**config.mk**
```make
export PLATFORM = sky130hd
export DESIGN_NAME = fpa_div_cell
export DESIGN_NICKNAME = d
export VERILOG_FILES = /design/src/fpa_div_cell.sv
export SDC_FILE = /design/constraint.sdc
export NUM_CORES = 1
export LEC_CHECK = 0
export BUFFER_PORTS_ARGS = -buffer_cell sky130_fd_sc_hd__buf_2
export CORE_MARGIN = 4
export CORE_UTILIZATION = 50
export CTS_CLUSTER_SIZE = 14
export DETAILED_ROUTE_END_ITERATION = 8
export PLACE_DENSITY_LB_ADDON = 0.08
export SKIP_CTS_REPAIR_TIMING = 1
export SYNTH_ARGS = -nofsm -noshare
export SYNTH_HDL_FRONTEND = slang
export SYNTH_SLANG_ARGS = --single-unit
```
**constraint.sdc**
```tcl
create_clock -name aclk -period 6.54 [get_ports aclk]
set_input_delay 1.308 -clock aclk [delete_from_list [all_inputs] [get_ports aclk]]
set_output_delay 1.308 -clock aclk [all_outputs]
set_load 0.02 [all_outputs]
```
**src/fpa_div_cell.sv**
```systemverilog
// One restoring-division cell: retires one quotient bit per pipeline stage.
module fpa_div_cell #(
    parameter int DW = 40,
    parameter int RW = 41,
    parameter int PW = 32
) (
    input  logic          aclk,
    input  logic          aresetn,
    input  logic          ready_in,
    input  logic          valid_in,
    input  logic [DW-1:0] num_in,
    input  logic [DW-1:0] rem_in,
    input  logic [DW-1:0] den_in,
    input  logic [PW-1:0] pass_in,
    output logic          valid_out,
    output logic [DW-1:0] num_out,
    output logic [DW-1:0] rem_out,
    output logic [DW-1:0] den_out,
    output logic [PW-1:0] pass_out
);
    logic          valid_reg;
    logic [DW-1:0] num_reg, rem_reg, den_reg;
    logic [PW-1:0] pass_reg;
    logic [RW-1:0] trial;
    logic [RW-1:0] diff;
    logic [DW-1:0] rem_next, num_next;

    always_comb begin
        trial    = {rem_in, num_in[DW-1]};
        diff     = trial - {1'b0, den_in};
        num_next = {num_in[DW-2:0], ~diff[RW-1]};
        rem_next = diff[RW-1] ? trial[DW-1:0] : diff[DW-1:0];
    end

    always_ff @(posedge aclk) begin
        if (!aresetn) begin
            valid_reg <= 1'b0;
        end else if (ready_in) begin
            valid_reg <= valid_in;
        end
        if (ready_in) begin
            num_reg  <= num_next;
            rem_reg  <= rem_next;
            den_reg  <= den_in;
            pass_reg <= pass_in;
        end
    end

    assign valid_out = valid_reg;
    assign num_out   = num_reg;
    assign rem_out   = rem_reg;
    assign den_out   = den_reg;
    assign pass_out  = pass_reg;
endmodule

```
==> impl_metrics.env <==
export IMPL_drt_pass1_iterations=6
export IMPL_dp_cells=1033
export IMPL_tritoncts="built"
export IMPL_critPathLaunchType="input port"
export IMPL_area_growth_pct=29.3
export IMPL_met3_usage=0.0638
export IMPL_setup_slack_ns=2.32
export IMPL_setup_viol=0
export IMPL_cts_made_buffers=17
export IMPL_grt_max_degree=94
export IMPL_power_mw=2.77
export IMPL_cts_num_sinks=153
export IMPL_slew_headroom=0.422
export IMPL_die_height_um=131
export IMPL_first_global_vias=5650
export IMPL_hold_class="flip-flop to flip-flop"
export IMPL_min_path_cells=2
export IMPL_finalHoldViolations=0
export IMPL_via_per_inst=5.19
export IMPL_layout_drive_gt1_share=0.443
export IMPL_synth_top_area_share=0.601
export IMPL_synthTopCellsByArea="edfxtp_1, ha_1, mux2_4"
export IMPL_pwr_share_comb=0.235
export IMPL_fin_tns_setup_ns=0
export IMPL_io_buffers=308
export IMPL_gp_congestion=0.866
export IMPL_yosys_warnings=0
export IMPL_grt_overflow_total=0
export IMPL_seq_area_frac_synth=0.604
export IMPL_r2r_slack_ns=5.95
export IMPL_status="complete, no violations"
export IMPL_leakage_nw=4.54
export IMPL_fin_crit_ns=4.22
export IMPL_syn_inst=551
export IMPL_ir_drop_mv=0.162
export IMPL_cts_clk_slew_worst_paths_ns=0.06
export IMPL_synth_nets=748
export IMPL_finalNonFillerCells=1065
export IMPL_crit_chain="buf_2 > inv_1 > ha_1 > inv_1 > fa_1 > a21oi_1 > o21ai_1 > o41ai_4 > o21ai_2 > nand4bb_4 > a31oi_4 > a21o_1 > a211o_4 > inv_8 > mux2_2"
export IMPL_path_class="input port to flip-flop"
export IMPL_yosys_area_top_type="edfxtp_1"
export IMPL_clock_skew_ns=0
export IMPL_synth_cell_area_um2=7590
export IMPL_grt_total_usage=0.219
export IMPL_yosys_most_used_dff="edfxtp_1"
export IMPL_powerDensity_nw_per_um2=282
export IMPL_fp_dieArea_um2=17200
export IMPL_cap_violations=0
export IMPL_rsz0062_at_grt="false"
export IMPL_fin_crit_sh=0.645
export IMPL_num_vias=5529
export IMPL_swShare=0.292
export IMPL_cts_root_buf="clkbuf_16"
export IMPL_critPathCaptureType="flip-flop"
export IMPL_clk_latency_ns=0.41
export IMPL_r2r_cells=2
export IMPL_cpPeakStageDelay_ns=0.40
export IMPL_route_detailed_drc=0
export IMPL_pre_cts_ws_ns=1.88
export IMPL_slew_violations=0
export IMPL_clock_power_share=0.324
export IMPL_wl_per_cell_um=17.9
export IMPL_htreeDepth=4
export IMPL_max_clock_freq_ghz=0.237
export IMPL_clockBufferDepth=2
export IMPL_antenna_left=0
export IMPL_dieWidth_um=131
export IMPL_p_switching_mw=0.808
export IMPL_use_met1=0.249
export IMPL_worst_pin_slew_ns=0.867
export IMPL_dp_final_hpwl_um=14700
export IMPL_crit_fanout=44
export IMPL_synth_edff_count=152
export IMPL_share_seq_of_total_power=0.441
export IMPL_antenna_found_initial=0
export IMPL_core_um2=14700
export IMPL_wl_um=19100
export IMPL_synthArstFlopShare=0
export IMPL_row_count=44
export IMPL_antennaDiodeCount=0
export IMPL_internal_power_mw=1.96
export IMPL_synth_distinct_cells=58
export IMPL_critical_path_arrival_ns=4.38
export IMPL_met2_usage=0.403
export IMPL_drtIter0Drc=291
export IMPL_cp_slowest_cell="fa_1"
export IMPL_grt_pass1_wl_um=30300
export IMPL_final_core_util=0.668
export IMPL_ios=309
export IMPL_initial_core_util=0.517
export IMPL_yosys_register_bits=153
export IMPL_worstPathRequired_ns=6.70
export IMPL_critPathMostFrequentCell="inv_1"
export IMPL_grt_busiest_layer="met2"
export IMPL_final_nets=1065
export IMPL_avgSynthCellArea_um2=13.8
[layout by cell type, fill, tap and decap left out, types with 9 or more instances in the layout]
cell type and count:
buf_2 307, edfxtp_1 152, inv_1 50, a21oi_1 40, ha_1 40, mux2_4 30
nor2_1 29, nand2_1 25, a21o_1 24, xnor2_1 22, clkbuf_16 17, o21ai_0 15
xor2_1 15, nand3_1 9
[worst max-delay path, delay by kind of cell]
kind / cells / cell delay, ns
AO/OA/AOI/OAI: 7 / 1.47
adder cells (fa/ha/maj): 2 / 0.55
buffers and inverters: 4 / 0.53
multiplexers: 1 / 0.39
AND/OR/NAND/NOR: 1 / 0.13
[sequential cells by signal, indices dropped and copies added (netlist names)]
name	flops
valid_out	1
den_out	40
num_out	40
pass_out	32
rem_out	40
[final timing paths]
check / to / from
worst max-delay path: rem_out[5]$_DFFE_PP_ / num_in[39]
worst max register to register: valid_out$_SDFFE_PN0P_ / valid_out$_SDFFE_PN0P_
worst min-delay path: valid_out$_SDFFE_PN0P_ / valid_out$_SDFFE_PN0P_
worst min register to register: valid_out$_SDFFE_PN0P_ / valid_out$_SDFFE_PN0P_
[cell usage after synthesis, types with 6 or more instances]
cell / instances
edfxtp_1: 152
inv_1: 50
a21oi_1: 40
ha_1: 40
mux2_4: 30
nor2_1: 29
nand2_1: 25
a21o_1: 24
xnor2_1: 22
o21ai_0: 15
xor2_1: 15
nand3_1: 9
o21bai_1: 7
and3_1: 6
[through the flow]
step	instance area (um2)	hold WS (ns)
after detailed placement	9280	0.515
after global routing	9820	0.570
final	9820	0.525
after floorplan	7590	0.589
after CTS	9820	0.528
after global placement	9280	0.493
[per-layer routing]
metal  wire length (um)  vias up  share of wire
met4                246        0          0.013
met5                  0        -              0
met1               7310     2614           0.38
met2              10100      225           0.53
met3               1450       20          0.076
li1                   -     2670              -
[cell families after synthesis]
group / share of synthesized area
buffers and inverters: 0.0397
flip-flops: 0.604
AND/OR/NAND/NOR: 0.0629
adder cells (fa/ha/maj): 0.0685
XOR/XNOR: 0.0427
multiplexers: 0.0681
AO/OA/AOI/OAI: 0.114
[area by class of cell]
cell class / instances / area, um2
Clock inverter: 13 / 110
Sequential cell: 153 / 4580
Fill cell: 1132 / 4880
Clock buffer: 19 / 433
Timing Repair Buffer: 309 / 1560
Tap cell: 184 / 230
Inverter: 51 / 199
Multi-Input combinational cell: 336 / 2710
[power by group through the flow]
stage,registers (mW),clock network (mW),logic (mW)
final,1.22,0.898,0.651
after CTS,1.22,0.916,0.655
after floorplan,1.38,0,0.307
after global routing,1.23,0.965,0.702
after detailed placement,1.24,0,0.652
after global placement,1.24,0,0.643
Power figures use the tool's default switching activity.
